[src/hdl/rsc_pkg.sv]
// Shared types and constants for the postfix calculator stack.
// Used by every module under hdl except rsc_ram; depends on nothing.
package rsc_pkg;

  localparam int STACK_DEPTH = 16;
  localparam int ADDR_W      = $clog2(STACK_DEPTH);
  localparam int DEPTH_W     = $clog2(STACK_DEPTH + 1);
  localparam int VAL_W       = 32;
  localparam int FRAC_W      = 16;
  localparam int QDIV_W      = VAL_W + FRAC_W;
  localparam int WIDE_W      = 64;
  localparam int QDEPTH      = 2;
  localparam int QPTR_W      = $clog2(QDEPTH);
  localparam int QCNT_W      = $clog2(QDEPTH + 1);

  localparam logic [2:0] CMD_PUSH  = 3'd0;
  localparam logic [2:0] CMD_ADD   = 3'd1;
  localparam logic [2:0] CMD_SUB   = 3'd2;
  localparam logic [2:0] CMD_MUL   = 3'd3;
  localparam logic [2:0] CMD_DIV   = 3'd4;
  localparam logic [2:0] CMD_CLEAR = 3'd5;

  localparam logic [2:0] ERR_NONE      = 3'd0;
  localparam logic [2:0] ERR_UNDERFLOW = 3'd1;
  localparam logic [2:0] ERR_OVERFLOW  = 3'd2;
  localparam logic [2:0] ERR_DIVZERO   = 3'd3;
  localparam logic [2:0] ERR_SATURATED = 3'd4;

  localparam logic [1:0] CLS_ZERO_ONE  = 2'd0;
  localparam logic [1:0] CLS_ZERO_DEEP = 2'd1;
  localparam logic [1:0] CLS_NZ_DEEP   = 2'd2;
  localparam logic [1:0] CLS_NZ_ONE    = 2'd3;

  typedef enum logic [2:0] {
    OP_PUSH,
    OP_ADD,
    OP_SUB,
    OP_MUL,
    OP_DIV,
    OP_CLEAR,
    OP_NOP
  } op_t;

  typedef struct packed {
    op_t                     op;
    logic signed [VAL_W-1:0] operand;
  } q_item_t;

  typedef struct packed {
    logic              we;
    logic [ADDR_W-1:0] waddr;
    logic [VAL_W-1:0]  wdata;
    logic              re;
    logic [ADDR_W-1:0] raddr;
  } ram_req_t;

  typedef struct packed {
    logic              start;
    logic [QDIV_W-1:0] dividend;
    logic [VAL_W-1:0]  divisor;
  } div_req_t;

  typedef struct packed {
    logic             sat;
    logic [VAL_W-1:0] val;
  } sat_res_t;

endpackage

[src/hdl/rsc_ram.sv]
// Generic single-write, single-read RAM with registered read data.
// Stand-alone; no package dependency.
module rsc_ram #(
  parameter int WIDTH = 32,
  parameter int DEPTH = 16
) (
  input  logic                     clk,
  input  logic                     we,
  input  logic [$clog2(DEPTH)-1:0] waddr,
  input  logic [WIDTH-1:0]         wdata,
  input  logic                     re,
  input  logic [$clog2(DEPTH)-1:0] raddr,
  output logic [WIDTH-1:0]         rdata
);

  logic [WIDTH-1:0] mem [DEPTH];

  always_ff @(posedge clk) begin
    if (we) begin
      mem[waddr] <= wdata;
    end
    if (re) begin
      rdata <= mem[raddr];
    end
  end

endmodule

[src/hdl/rsc_front.sv]
// Front end: accepts commands, decodes them and holds them in a short queue.
// Depends on rsc_pkg for the queue word and operation codes.
module rsc_front (
  input  logic                          clk,
  input  logic                          rst,
  input  logic                          in_valid,
  output logic                          in_stall,
  input  logic [2:0]                    command,
  input  logic signed [rsc_pkg::VAL_W-1:0] operand_value,
  output logic                          q_valid,
  input  logic                          q_pop,
  output rsc_pkg::q_item_t              q_item
);

  rsc_pkg::q_item_t            fifo [rsc_pkg::QDEPTH];
  logic [rsc_pkg::QPTR_W-1:0]  wr_ptr;
  logic [rsc_pkg::QPTR_W-1:0]  rd_ptr;
  logic [rsc_pkg::QCNT_W-1:0]  count;
  logic [rsc_pkg::QCNT_W-1:0]  count_next;
  logic                        push;
  rsc_pkg::op_t                op_dec;

  always_comb begin
    case (command)
      rsc_pkg::CMD_PUSH:  op_dec = rsc_pkg::OP_PUSH;
      rsc_pkg::CMD_ADD:   op_dec = rsc_pkg::OP_ADD;
      rsc_pkg::CMD_SUB:   op_dec = rsc_pkg::OP_SUB;
      rsc_pkg::CMD_MUL:   op_dec = rsc_pkg::OP_MUL;
      rsc_pkg::CMD_DIV:   op_dec = rsc_pkg::OP_DIV;
      rsc_pkg::CMD_CLEAR: op_dec = rsc_pkg::OP_CLEAR;
      default:            op_dec = rsc_pkg::OP_NOP;
    endcase
  end

  assign in_stall = (count == rsc_pkg::QCNT_W'(rsc_pkg::QDEPTH));
  assign push     = in_valid && !in_stall;
  assign q_valid  = (count != '0);
  assign q_item   = fifo[rd_ptr];

  always_comb begin
    count_next = count;
    if (push && !q_pop) begin
      count_next = count + rsc_pkg::QCNT_W'(1);
    end else if (q_pop && !push) begin
      count_next = count - rsc_pkg::QCNT_W'(1);
    end
  end

  always_ff @(posedge clk) begin
    if (push) begin
      fifo[wr_ptr] <= '{op: op_dec, operand: operand_value};
    end
    if (rst) begin
      wr_ptr <= '0;
      rd_ptr <= '0;
      count  <= '0;
    end else begin
      if (push) begin
        wr_ptr <= wr_ptr + rsc_pkg::QPTR_W'(1);
      end
      if (q_pop) begin
        rd_ptr <= rd_ptr + rsc_pkg::QPTR_W'(1);
      end
      count <= count_next;
    end
  end

`ifndef SYNTHESIS
  a_pop_nonempty: assert property (@(posedge clk) disable iff (rst) q_pop |-> q_valid)
    else $error("queue popped while empty");
  a_count_bound: assert property (@(posedge clk) disable iff (rst)
    count <= rsc_pkg::QCNT_W'(rsc_pkg::QDEPTH))
    else $error("queue count beyond its depth");
`endif

endmodule

[src/hdl/rsc_div.sv]
// Radix-2 restoring divider for unsigned magnitudes, one quotient bit a cycle.
// Depends on rsc_pkg for the operand widths and request word.
module rsc_div (
  input  logic                        clk,
  input  logic                        rst,
  input  rsc_pkg::div_req_t           req,
  output logic                        done,
  output logic [rsc_pkg::QDIV_W-1:0]  quotient
);

  localparam int CNT_W = $clog2(rsc_pkg::QDIV_W);

  logic                       busy;
  logic [CNT_W-1:0]           cnt;
  logic [rsc_pkg::QDIV_W-1:0] dvd;
  logic [rsc_pkg::VAL_W-1:0]  rem;
  logic [rsc_pkg::VAL_W-1:0]  dvs;
  logic [rsc_pkg::VAL_W:0]    shifted;
  logic [rsc_pkg::VAL_W:0]    diff;
  logic                       qbit;

  always_comb begin
    shifted = {rem, dvd[rsc_pkg::QDIV_W-1]};
    diff    = shifted - {1'b0, dvs};
    qbit    = (shifted >= {1'b0, dvs});
  end

  // quotient bits shift in behind the dividend bits
  assign quotient = dvd;

  always_ff @(posedge clk) begin
    if (rst) begin
      busy <= 1'b0;
      done <= 1'b0;
      cnt  <= '0;
    end else begin
      done <= busy && !req.start && (cnt == CNT_W'(rsc_pkg::QDIV_W - 1));
      if (req.start) begin
        busy <= 1'b1;
        cnt  <= '0;
        dvd  <= req.dividend;
        dvs  <= req.divisor;
        rem  <= '0;
      end else if (busy) begin
        dvd <= {dvd[rsc_pkg::QDIV_W-2:0], qbit};
        rem <= qbit ? diff[rsc_pkg::VAL_W-1:0] : shifted[rsc_pkg::VAL_W-1:0];
        cnt <= cnt + CNT_W'(1);
        if (cnt == CNT_W'(rsc_pkg::QDIV_W - 1)) begin
          busy <= 1'b0;
        end
      end
    end
  end

`ifndef SYNTHESIS
  a_start_idle: assert property (@(posedge clk) disable iff (rst) req.start |-> !busy)
    else $error("divider restarted while busy");
`endif

endmodule

[src/hdl/rsc_back.sv]
// Back end: executes queued operations on the stack and registers each result.
// Depends on rsc_pkg; drives the stack RAM and the divider through request words.
module rsc_back (
  input  logic                              clk,
  input  logic                              rst,
  input  logic                              q_valid,
  output logic                              q_pop,
  input  rsc_pkg::q_item_t                  q_item,
  output rsc_pkg::ram_req_t                 ram_req,
  input  logic [rsc_pkg::VAL_W-1:0]         ram_rdata,
  output rsc_pkg::div_req_t                 div_req,
  input  logic                              div_done,
  input  logic [rsc_pkg::QDIV_W-1:0]        div_quot,
  output logic                              out_valid,
  input  logic                              out_stall,
  output logic signed [rsc_pkg::VAL_W-1:0]  top_value,
  output logic [4:0]                        stack_depth,
  output logic [1:0]                        state_class,
  output logic [2:0]                        error_code
);

  typedef enum logic [2:0] {
    S_IDLE,
    S_READ,
    S_MUL,
    S_DIV,
    S_DONE
  } state_t;

  localparam logic signed [rsc_pkg::WIDE_W-1:0] SAT_MAX =
    rsc_pkg::WIDE_W'(64'sh0000_0000_7FFF_FFFF);
  localparam logic signed [rsc_pkg::WIDE_W-1:0] SAT_MIN =
    rsc_pkg::WIDE_W'(-64'sh0000_0000_8000_0000);
  localparam logic signed [rsc_pkg::WIDE_W-1:0] ROUND_ADJ =
    rsc_pkg::WIDE_W'((64'sd1 <<< rsc_pkg::FRAC_W) - 64'sd1);

  function automatic rsc_pkg::sat_res_t sat_wide(input logic signed [rsc_pkg::WIDE_W-1:0] v);
    rsc_pkg::sat_res_t r;
    if (v > SAT_MAX) begin
      r.sat = 1'b1;
      r.val = SAT_MAX[rsc_pkg::VAL_W-1:0];
    end else if (v < SAT_MIN) begin
      r.sat = 1'b1;
      r.val = SAT_MIN[rsc_pkg::VAL_W-1:0];
    end else begin
      r.sat = 1'b0;
      r.val = v[rsc_pkg::VAL_W-1:0];
    end
    return r;
  endfunction

  state_t                               state;
  rsc_pkg::op_t                         op;
  logic signed [rsc_pkg::VAL_W-1:0]     top;
  logic [rsc_pkg::DEPTH_W-1:0]          depth;
  logic [2:0]                           err;
  logic signed [rsc_pkg::WIDE_W-1:0]    prod;
  logic                                 div_neg;

  logic                                 is_arith;
  logic                                 full;
  logic                                 single;
  logic signed [rsc_pkg::VAL_W-1:0]     a_val;
  logic signed [rsc_pkg::WIDE_W-1:0]    a_ext;
  logic signed [rsc_pkg::WIDE_W-1:0]    b_ext;
  logic [rsc_pkg::VAL_W-1:0]            a_mag;
  logic [rsc_pkg::VAL_W-1:0]            b_mag;
  logic signed [rsc_pkg::WIDE_W-1:0]    mul_shr;
  logic [rsc_pkg::WIDE_W-1:0]           quot_ext;
  logic signed [rsc_pkg::WIDE_W-1:0]    div_sv;
  logic signed [rsc_pkg::WIDE_W-1:0]    res_in;
  rsc_pkg::sat_res_t                    res;

  assign is_arith = (q_item.op == rsc_pkg::OP_ADD) || (q_item.op == rsc_pkg::OP_SUB) ||
                    (q_item.op == rsc_pkg::OP_MUL) || (q_item.op == rsc_pkg::OP_DIV);
  assign full     = (depth == rsc_pkg::DEPTH_W'(rsc_pkg::STACK_DEPTH));
  assign single   = (depth == rsc_pkg::DEPTH_W'(1));
  assign q_pop    = (state == S_IDLE) && q_valid;

  // top of stack lives in a register; the RAM holds the entries beneath it
  always_comb begin
    ram_req.we    = q_pop && (q_item.op == rsc_pkg::OP_PUSH) && !full;
    ram_req.waddr = rsc_pkg::ADDR_W'(depth - rsc_pkg::DEPTH_W'(1));
    ram_req.wdata = top;
    ram_req.re    = q_pop && is_arith && !single &&
                    !((q_item.op == rsc_pkg::OP_DIV) && (top == '0));
    ram_req.raddr = rsc_pkg::ADDR_W'(depth - rsc_pkg::DEPTH_W'(2));
  end

  always_comb begin
    a_val    = ram_rdata;
    a_ext    = rsc_pkg::WIDE_W'(a_val);
    b_ext    = rsc_pkg::WIDE_W'(top);
    a_mag    = ram_rdata[rsc_pkg::VAL_W-1] ? (~ram_rdata + rsc_pkg::VAL_W'(1)) : ram_rdata;
    b_mag    = top[rsc_pkg::VAL_W-1] ? (~top + rsc_pkg::VAL_W'(1)) : top;
    // truncate towards zero: bias negative products before the arithmetic shift
    mul_shr  = $signed(prod + (prod[rsc_pkg::WIDE_W-1] ? ROUND_ADJ : SAT_MAX ^ SAT_MAX))
               >>> rsc_pkg::FRAC_W;
    quot_ext = rsc_pkg::WIDE_W'(div_quot);
    div_sv   = div_neg ? -$signed(quot_ext) : $signed(quot_ext);
    case (state)
      S_READ:  res_in = (op == rsc_pkg::OP_SUB) ? (a_ext - b_ext) : (a_ext + b_ext);
      S_MUL:   res_in = mul_shr;
      default: res_in = div_sv;
    endcase
    res = sat_wide(res_in);
  end

  always_comb begin
    div_req.start    = (state == S_READ) && (op == rsc_pkg::OP_DIV);
    div_req.dividend = {a_mag, rsc_pkg::FRAC_W'(0)};
    div_req.divisor  = b_mag;
  end

  always_ff @(posedge clk) begin
    if (rst) begin
      state     <= S_IDLE;
      op        <= rsc_pkg::OP_NOP;
      top       <= '0;
      depth     <= rsc_pkg::DEPTH_W'(1);
      err       <= rsc_pkg::ERR_NONE;
      out_valid <= 1'b0;
    end else begin
      if (out_valid && !out_stall && (state != S_DONE)) begin
        out_valid <= 1'b0;
      end
      case (state)
        S_IDLE: begin
          if (q_valid) begin
            op <= q_item.op;
            case (q_item.op)
              rsc_pkg::OP_PUSH: begin
                state <= S_DONE;
                if (full) begin
                  err <= rsc_pkg::ERR_OVERFLOW;
                end else begin
                  err   <= rsc_pkg::ERR_NONE;
                  top   <= q_item.operand;
                  depth <= depth + rsc_pkg::DEPTH_W'(1);
                end
              end
              rsc_pkg::OP_ADD, rsc_pkg::OP_SUB, rsc_pkg::OP_MUL, rsc_pkg::OP_DIV: begin
                if (single) begin
                  err   <= rsc_pkg::ERR_UNDERFLOW;
                  state <= S_DONE;
                end else if ((q_item.op == rsc_pkg::OP_DIV) && (top == '0)) begin
                  err   <= rsc_pkg::ERR_DIVZERO;
                  state <= S_DONE;
                end else begin
                  err   <= rsc_pkg::ERR_NONE;
                  state <= S_READ;
                end
              end
              rsc_pkg::OP_CLEAR: begin
                err   <= rsc_pkg::ERR_NONE;
                state <= S_DONE;
                top   <= '0;
                depth <= rsc_pkg::DEPTH_W'(1);
              end
              default: begin
                err   <= rsc_pkg::ERR_NONE;
                state <= S_DONE;
              end
            endcase
          end
        end
        S_READ: begin
          case (op)
            rsc_pkg::OP_MUL: begin
              prod  <= a_ext * b_ext;
              state <= S_MUL;
            end
            rsc_pkg::OP_DIV: begin
              div_neg <= ram_rdata[rsc_pkg::VAL_W-1] ^ top[rsc_pkg::VAL_W-1];
              state   <= S_DIV;
            end
            default: begin
              top   <= res.val;
              depth <= depth - rsc_pkg::DEPTH_W'(1);
              err   <= res.sat ? rsc_pkg::ERR_SATURATED : rsc_pkg::ERR_NONE;
              state <= S_DONE;
            end
          endcase
        end
        S_MUL: begin
          top   <= res.val;
          depth <= depth - rsc_pkg::DEPTH_W'(1);
          err   <= res.sat ? rsc_pkg::ERR_SATURATED : rsc_pkg::ERR_NONE;
          state <= S_DONE;
        end
        S_DIV: begin
          if (div_done) begin
            top   <= res.val;
            depth <= depth - rsc_pkg::DEPTH_W'(1);
            err   <= res.sat ? rsc_pkg::ERR_SATURATED : rsc_pkg::ERR_NONE;
            state <= S_DONE;
          end
        end
        S_DONE: begin
          // hold until the output register is free
          if (!out_valid || !out_stall) begin
            out_valid   <= 1'b1;
            top_value   <= top;
            stack_depth <= 5'(depth);
            error_code  <= err;
            if (top == '0) begin
              state_class <= single ? rsc_pkg::CLS_ZERO_ONE : rsc_pkg::CLS_ZERO_DEEP;
            end else begin
              state_class <= single ? rsc_pkg::CLS_NZ_ONE : rsc_pkg::CLS_NZ_DEEP;
            end
            state <= S_IDLE;
          end
        end
        default: begin
          state <= S_IDLE;
        end
      endcase
    end
  end

`ifndef SYNTHESIS
  a_depth_range: assert property (@(posedge clk) disable iff (rst)
    (depth != '0) && (depth <= rsc_pkg::DEPTH_W'(rsc_pkg::STACK_DEPTH)))
    else $error("stack depth out of range");
  a_div_done_state: assert property (@(posedge clk) disable iff (rst)
    div_done |-> (state == S_DIV))
    else $error("divider result arrived outside the divide wait");
  a_out_from_done: assert property (@(posedge clk) disable iff (rst)
    $rose(out_valid) |-> $past(state == S_DONE))
    else $error("result loaded outside the done state");
`endif

endmodule

[src/hdl/rpn_stack_calculator.sv]
// Postfix calculator stack, signed Q16.16, saturating, one result word per command.
// Push, clear, unused codes and errors go straight to the done state; add and subtract
// go via a read state, multiply via read and multiply states, divide via read and wait
// states. The back end holds one command at a time; the 48-step divider loop sets the
// worst case. Synchronous reset leaves a single zero on the stack, no clearing pass.
module rpn_stack_calculator (
  input  logic                             clk,
  input  logic                             rst,
  input  logic                             in_valid,
  output logic                             in_stall,
  input  logic [2:0]                       command,
  input  logic signed [rsc_pkg::VAL_W-1:0] operand_value,
  output logic                             out_valid,
  input  logic                             out_stall,
  output logic signed [rsc_pkg::VAL_W-1:0] top_value,
  output logic [4:0]                       stack_depth,
  output logic [1:0]                       state_class,
  output logic [2:0]                       error_code
);

  logic                               q_valid;
  logic                               q_pop;
  rsc_pkg::q_item_t                   q_item;
  rsc_pkg::ram_req_t                  ram_req;
  logic [rsc_pkg::VAL_W-1:0]          ram_rdata;
  rsc_pkg::div_req_t                  div_req;
  logic                               div_done;
  logic [rsc_pkg::QDIV_W-1:0]         div_quot;

  rsc_front u_front (
    .clk           (clk),
    .rst           (rst),
    .in_valid      (in_valid),
    .in_stall      (in_stall),
    .command       (command),
    .operand_value (operand_value),
    .q_valid       (q_valid),
    .q_pop         (q_pop),
    .q_item        (q_item)
  );

  rsc_ram #(
    .WIDTH (rsc_pkg::VAL_W),
    .DEPTH (rsc_pkg::STACK_DEPTH)
  ) u_stack_ram (
    .clk   (clk),
    .we    (ram_req.we),
    .waddr (ram_req.waddr),
    .wdata (ram_req.wdata),
    .re    (ram_req.re),
    .raddr (ram_req.raddr),
    .rdata (ram_rdata)
  );

  rsc_div u_div (
    .clk      (clk),
    .rst      (rst),
    .req      (div_req),
    .done     (div_done),
    .quotient (div_quot)
  );

  rsc_back u_back (
    .clk         (clk),
    .rst         (rst),
    .q_valid     (q_valid),
    .q_pop       (q_pop),
    .q_item      (q_item),
    .ram_req     (ram_req),
    .ram_rdata   (ram_rdata),
    .div_req     (div_req),
    .div_done    (div_done),
    .div_quot    (div_quot),
    .out_valid   (out_valid),
    .out_stall   (out_stall),
    .top_value   (top_value),
    .stack_depth (stack_depth),
    .state_class (state_class),
    .error_code  (error_code)
  );

endmodule

[config.mk]
export PLATFORM = sky130hd
export DESIGN_NAME = rpn_stack_calculator
export DESIGN_NICKNAME = d
export VERILOG_FILES = /design/src/hdl/rsc_pkg.sv /design/src/hdl/rsc_ram.sv /design/src/hdl/rsc_front.sv /design/src/hdl/rsc_div.sv /design/src/hdl/rsc_back.sv /design/src/hdl/rpn_stack_calculator.sv
export SDC_FILE = /design/constraint.sdc
export NUM_CORES = 2
export LEC_CHECK = 0
export ABC_AREA = 1
export BUFFER_PORTS_ARGS = -buffer_cell sky130_fd_sc_hd__buf_4
export CORE_MARGIN = 2
export CORE_UTILIZATION = 40
export DETAILED_ROUTE_END_ITERATION = 8
export HOLD_SLACK_MARGIN = 0.02
export PLACE_DENSITY_LB_ADDON = 0.05
export SKIP_LAST_GASP = 1
export SLEW_MARGIN = 15
export SYNTH_ARGS = -nofsm -noshare
export SYNTH_HDL_FRONTEND = slang
export SYNTH_HIERARCHICAL = 1
export SYNTH_SLANG_ARGS = --single-unit
export TNS_END_PERCENT = 100
[constraint.sdc]
create_clock -name clk -period 8.1 [get_ports clk]
set_input_delay 1.62 -clock clk [delete_from_list [all_inputs] [get_ports clk]]
set_output_delay 1.62 -clock clk [all_outputs]
set_load 0.005 [all_outputs]
; ---- Word level (Yosys, flattened, before mapping)
; Memories as Yosys holds them, arrays and structs flattened. A register that Yosys moved wholly into a read port is not among the register bits.
; Index checks and enable logic that the tools add are counted.
[op_classes]
n_lt_le_gt_ge = 3
eq_ne = 28
addsub = 15
multipliers = 1
n_mux = 59
bitwise = 4
reduce_logical = 48
[ops]
columns = operator, count
row1 = $mux 32, 7
row2 = $mux 64, 2
row3 = $pmux 32 s4, 1
row4 = $pmux 64 s2, 1
row5 = $mux 48, 2
row6 = $mux 33, 2
row7 = $add 64x64->64, 1
row8 = $gt 64x32->1 const B, 1
row9 = $lt 64x32->1 const B, 1
row10 = $mul 32x32->64, 1
row11 = $neg 48->64, 1
row12 = $not 32->32, 2
row13 = $pmux 32 s2, 1
row14 = $add 32x32->33, 1
row15 = $ge 33x32->1, 1
row16 = $mux 3, 11
row17 = $sub 32x32->33, 1
row18 = $add 32x1->32 const B, 1
row19 = $add 32x2->32 const B, 1
row20 = $logic_not 32->1, 1
row21 = $sub 32x32->32, 1
row22 = $mux 31, 1
row23 = $eq 3x2->1 const B, 8
row24 = $mux 5, 4
row25 = 39 further kinds, 104
[totals]
inputBits = 39
ram_bits = 582
output_inout_bits = 44
regBits = 278
memories = 2
elab_cells = 183
[memory_table]
columns = name, words, word_bits, read_ports, rd_clocked_by_memory_dff, wr, line_no
row1 = u_stack_ram.mem, 16, 32, 1, 1, 1, rsc_ram.sv:16  ; logic [WIDTH-1:0] mem [DEPTH];
row2 = u_front.fifo, 2, 35, 1, 1, 1, rsc_front.sv:15  ; rsc_pkg::q_item_t fifo [rsc_pkg::QDEPTH];

; ---- Logic depth before layout (Yosys ltp)
[logic_depth]
ltp_word = 9
depth_mapped = 45
ltp_nobuf = 41

; ---- Modules after synthesis
; Netlist, hierarchy kept.
[by_module_without_submodules]
columns = mod, cells_each, n_inst, area_per_inst_um2, seq_area_each_um2
row1 = rsc_back, 6998, 1, 52390.2, 4154.0
row2 = rsc_ram, 2120, 1, 23050.9, 16335.7
row3 = rsc_div, 1035, 1, 7805.0, 3523.4
row4 = rsc_front, 147, 1, 2934.1, 2202.1

; ---- Worst setup path after synthesis
; Ideal clock, no wire load.
[synth_timing]
path_kind = flip-flop to flip-flop
startpoint = register u_back/top[4] (netlist bit)
endpoint = register u_back/prod[62] (netlist bit) (data pin)
arrival_ns = 7.736
path_stages_with_launch = 28
n_path_buf = 2
setup_slack_ns = 0.098
setup_ns = 0.266
path_cell_list = dfxtp_1 clkbuf_1 clkbuf_1 nand2_1 inv_1 fa_1 inv_1 fa_1 inv_1 fa_1 fa_1 inv_1 fa_1 inv_1 fa_1 inv_1 fa_1 inv_1 fa_1 ha_1 a21oi_1 a21boi_0 o21bai_1 a221oi_1 nand2_1 nand3b_1 o2111ai_1 xor2_1
[synth_between]
elab_chain_cells = 1
[synth_rtl]
columns = element, line_no
row1 = from (decl), rsc_back.sv:54  ; logic signed [rsc_pkg::VAL_W-1:0] top;
row2 = from (signal assigned), rsc_back.sv:138  ; top <= q_item.operand;
row3 = from (signal assigned), rsc_back.sv:178  ; top <= res.val;
row4 = from (signal assigned), rsc_back.sv:186  ; top <= res.val;
row5 = $mul 32x32->64, rsc_back.sv:170  ; prod <= a_ext * b_ext;
row6 = to (signal assigned), rsc_back.sv:170
row7 = to (decl), rsc_back.sv:57  ; logic signed [rsc_pkg::WIDE_W-1:0] prod;
; No other way between the ends.
; A chain may end at the register's enable or synchronous reset.

; ---- Worst setup path in the final report
[layout_timing]
startpoint = register u_stack_ram.rdata[16] (read register of u_stack_ram.mem)
endpoint = register u_back/prod[58] (netlist bit) (data pin)
[layout_between]
elab_chain_cells = 1
[layout_rtl]
columns = element, line_no
row1 = from (decl), rsc_ram.sv:13  ; output logic [WIDTH-1:0] rdata
row2 = $mul 32x32->64, rsc_back.sv:170
; No other way between the ends.

==> results.cfg <==
[status]
status = finished clean

[setup_path]
startpoint_type = register
critPathMaxFanout = 16
crit_family = adder cells
path_class = register to register
timing.critical_path.slowest_cell_delay_ns = 0.54
critPathLaunch = u_stack_ram/rdata[16]
required_ns = 8.59
timing.rr.end = u_back/prod[58]
critPathMostFrequentCell = fa_1
worst-path-stages = 28
r2r_setup_slack_ns = 0.27
critPathSlowestCell = fa_1
worst-path-buf-inv = 8
cp.arrival_ns = 8.32
endpoint_kind = register
r2r_start = u_stack_ram/rdata[16]
r2r_cells = 28
crit_end = u_back/prod[58]

[cts]
cts_htree_levels = 3
cts_buffers = 108
clock_path_buffers = 3
cts-root-buf = clkbuf_16
tritoncts = yes
hold_buffers = 0
clkSinkCount = 893
clkSlewWorstSetupHoldPaths_ns = 0.06
clk_latency_ns = 0.85

[floorplanning]
die_h_um = 468
die_x_um = 468
pin_count = 83
core_sq_um = 214000
die_area_sq_um = 219000
floorplan.initialDensity = 0.402
rows = 170

[routing]
wl_um = 309000
wl_per_cell_um = 23.2
post-route-drc-count = 0
ant_nets = 0
drt-initial-drc-count = 5118
via_count = 67000
viasPerCell = 5.03
first_pass_iters = 6

[sta]
finalHoldViolCount = 0
post-route-period-util = 0.967
finClkSkew_ns = 0.128
setup_viol = 0
maxClockFrequency_mhz = 128
rsz0062_at_grt = true
report.final.slew_viol_count = 0
fin_crit_ns = 7.83
slew_headroom = 0.238
hold_ws_ns = 0.442
tightest_slew_ns = 1.14

[grt]
track_usage = 0.281
grt_max_degree = 157
grt_pass1_vias = 68500
grt_pass1_wl_um = 453000
overflow = 0
antenna_found_initial = 13

[final_layout]
final_common_cell = nand2_1
area_growth_pct = 10.6
drive_gt1_frac = 0.0817
final_cell_mix = nand2_1 (2886), inv_1 (2432), fa_1 (1080)
final.fill_count = 21400
final_net_count = 11800

[place]
hpwl_um = 232000
routabilityCongestion = 0.938
port_buffers = 82

[yosys]
synth_cells = 10300
synth_top_area_share = 0.290
synth_seq_area_share = 0.304
synth_largest_area_cell = edfxtp_1
yosysWarnings = 6
ys_top_cells_by_area = edfxtp_1 (29%), fa_1 (25%), nand2_1 (13%)
ys_types = 68
synth_area_per_cell_sq_um = 8.37
ys_async_sr_fraction = 0
synth_flop_cell = edfxtp_1
syn_area_sq_um = 86200
synth_edf_count = 833
yosys_register_bits = 893

[flow_run]
drv_cap = 0

[min_path]
min_path_type = register to register
-- registers in the layout (all words and copies together), names as in the netlist, named ones only --
signal,count
u_back/depth,5
u_back/div_neg,1
u_back/err,3
u_back/error_code,3
u_back/op,3
u_back/out_valid,1
u_back/prod,64
u_back/stack_depth,5
u_back/state,3
u_back/state_class,2
u_back/top,32
u_back/top_value,32
u_div/busy,1
u_div/cnt,6
u_div/done,1
u_div/dvs,32
u_div/quotient,48
u_div/rem,32
u_front/count,2
u_front/fifo,70
u_front/rd_ptr,1
u_front/wr_ptr,1
u_stack_ram/mem,512
u_stack_ram/rdata,32
-- worst min-delay path by stage --
stage | slack (ns) | end | startpoint | cells after the start
floorplan | 0.41 | u_back/error_code[0] | u_back/err[0] | 0
global placement | 0.42 | u_back/error_code[2] | u_back/err[2] | 0
detailed placement | 0.43 | u_back/error_code[2] | u_back/err[2] | 0
CTS | 0.45 | u_back/error_code[2] | u_back/err[2] | 0
global route | 0.45 | u_back/error_code[2] | u_back/err[2] | 0
finish | 0.44 | u_back/error_code[2] | u_back/err[2] | 0
-- worst reg2reg max path: cells and delay by family, from the launching register on --
kind,cells,cell delay [ns]
buf+inv,8,0.80
fa+ha+maj,9,4.37
simple gates,5,0.59
compound gates,5,1.11
flops,1,0.47
xor+xnor,1,0.10
-- cells in the mapped netlist (44+ instances only) --
cell and count:
nand2_1 2890, inv_1 2438, fa_1 1084, edfxtp_1 833
nand3_1 622, nor2_1 496, ha_1 278, clkbuf_1 252
a21oi_1 250, o21ai_0 218, xor2_1 103, buf_1 75
nor3_1 74, buf_2 65, dfxtp_1 60, nand4_1 56
xnor2_1 53, buf_6 45, a31oi_1 44
-- logic make-up (layout without fill, tap and decap cells) --
logic type | after synthesis | count (layout) | share of synthesized area
flip-flops | 893 | 893 | 0.304
adder cells (fa/ha/maj) | 1362 | 1362 | 0.292
XOR/XNOR | 156 | 156 | 0.0159
AO/OA/AOI/OAI | 636 | 636 | 0.0416
multiplexers | 35 | 35 | 0.00588
AND/OR/NAND/NOR | 4298 | 4298 | 0.206
buffers and inverters | 2919 | 3083 | 0.134
other | 1 | 23 | 0.0000435
-- layout make-up --
cell class	count	area (sq um)	area share
flip-flops and latches	893	26300	0.276
repair buffers	429	3820	0.0401
clock buffers	128	2780	0.0292
diodes	7	17.5	0.000184
clock inverters	74	815	0.00855
well taps	2838	3550	0.0373
multi-input cells	6503	48800	0.512
inverters	2452	9220	0.0968
-- metrics by stage --
stage / setup slack, ns / TNS [ns] / util / area (sq um) / std cells
4_1_cts: 0.0183 / 0 / 0.442 / 94900 / 13300
3_3_place_gp: -0.00614 / -0.00614 / 0.425 / 91200 / 13100
5_1_grt: -0.0623 / -0.213 / 0.444 / 95300 / 13300
6_report: 0.265 / 0 / 0.444 / 95300 / 13300
2_1_floorplan: 0.0982 / 0 / - / 86200 / 10300
3_5_place_dp: 0.0414 / 0 / 0.425 / 91200 / 13100
-- layer usage --
layer / wire [um] / vias up / global-route usage
li1: - / 31200 / -
met1: 135000 / 33600 / 0.381
met2: 149000 / 1772 / 0.474
met3: 14300 / 373 / 0.0266
met4: 10500 / 6 / 0.0871
met5: 40 / - / 0
-- timing repair --
| action | CTS | global route |
|---|---|---|
| setup buffers | 3 | 13 |
| pin swaps | 0 | 2 |
| endpoints found under the hold margin | 0 | 0 |
| gates resized for setup | 1 | 50 |
| cloned | 0 | 4 |
| setup endpoints to repair | 1 | 16 |
Power is left out: the tool's default activity adds up to more than one toggle a clock period on the data nets, which glitch-free logic cannot reach.
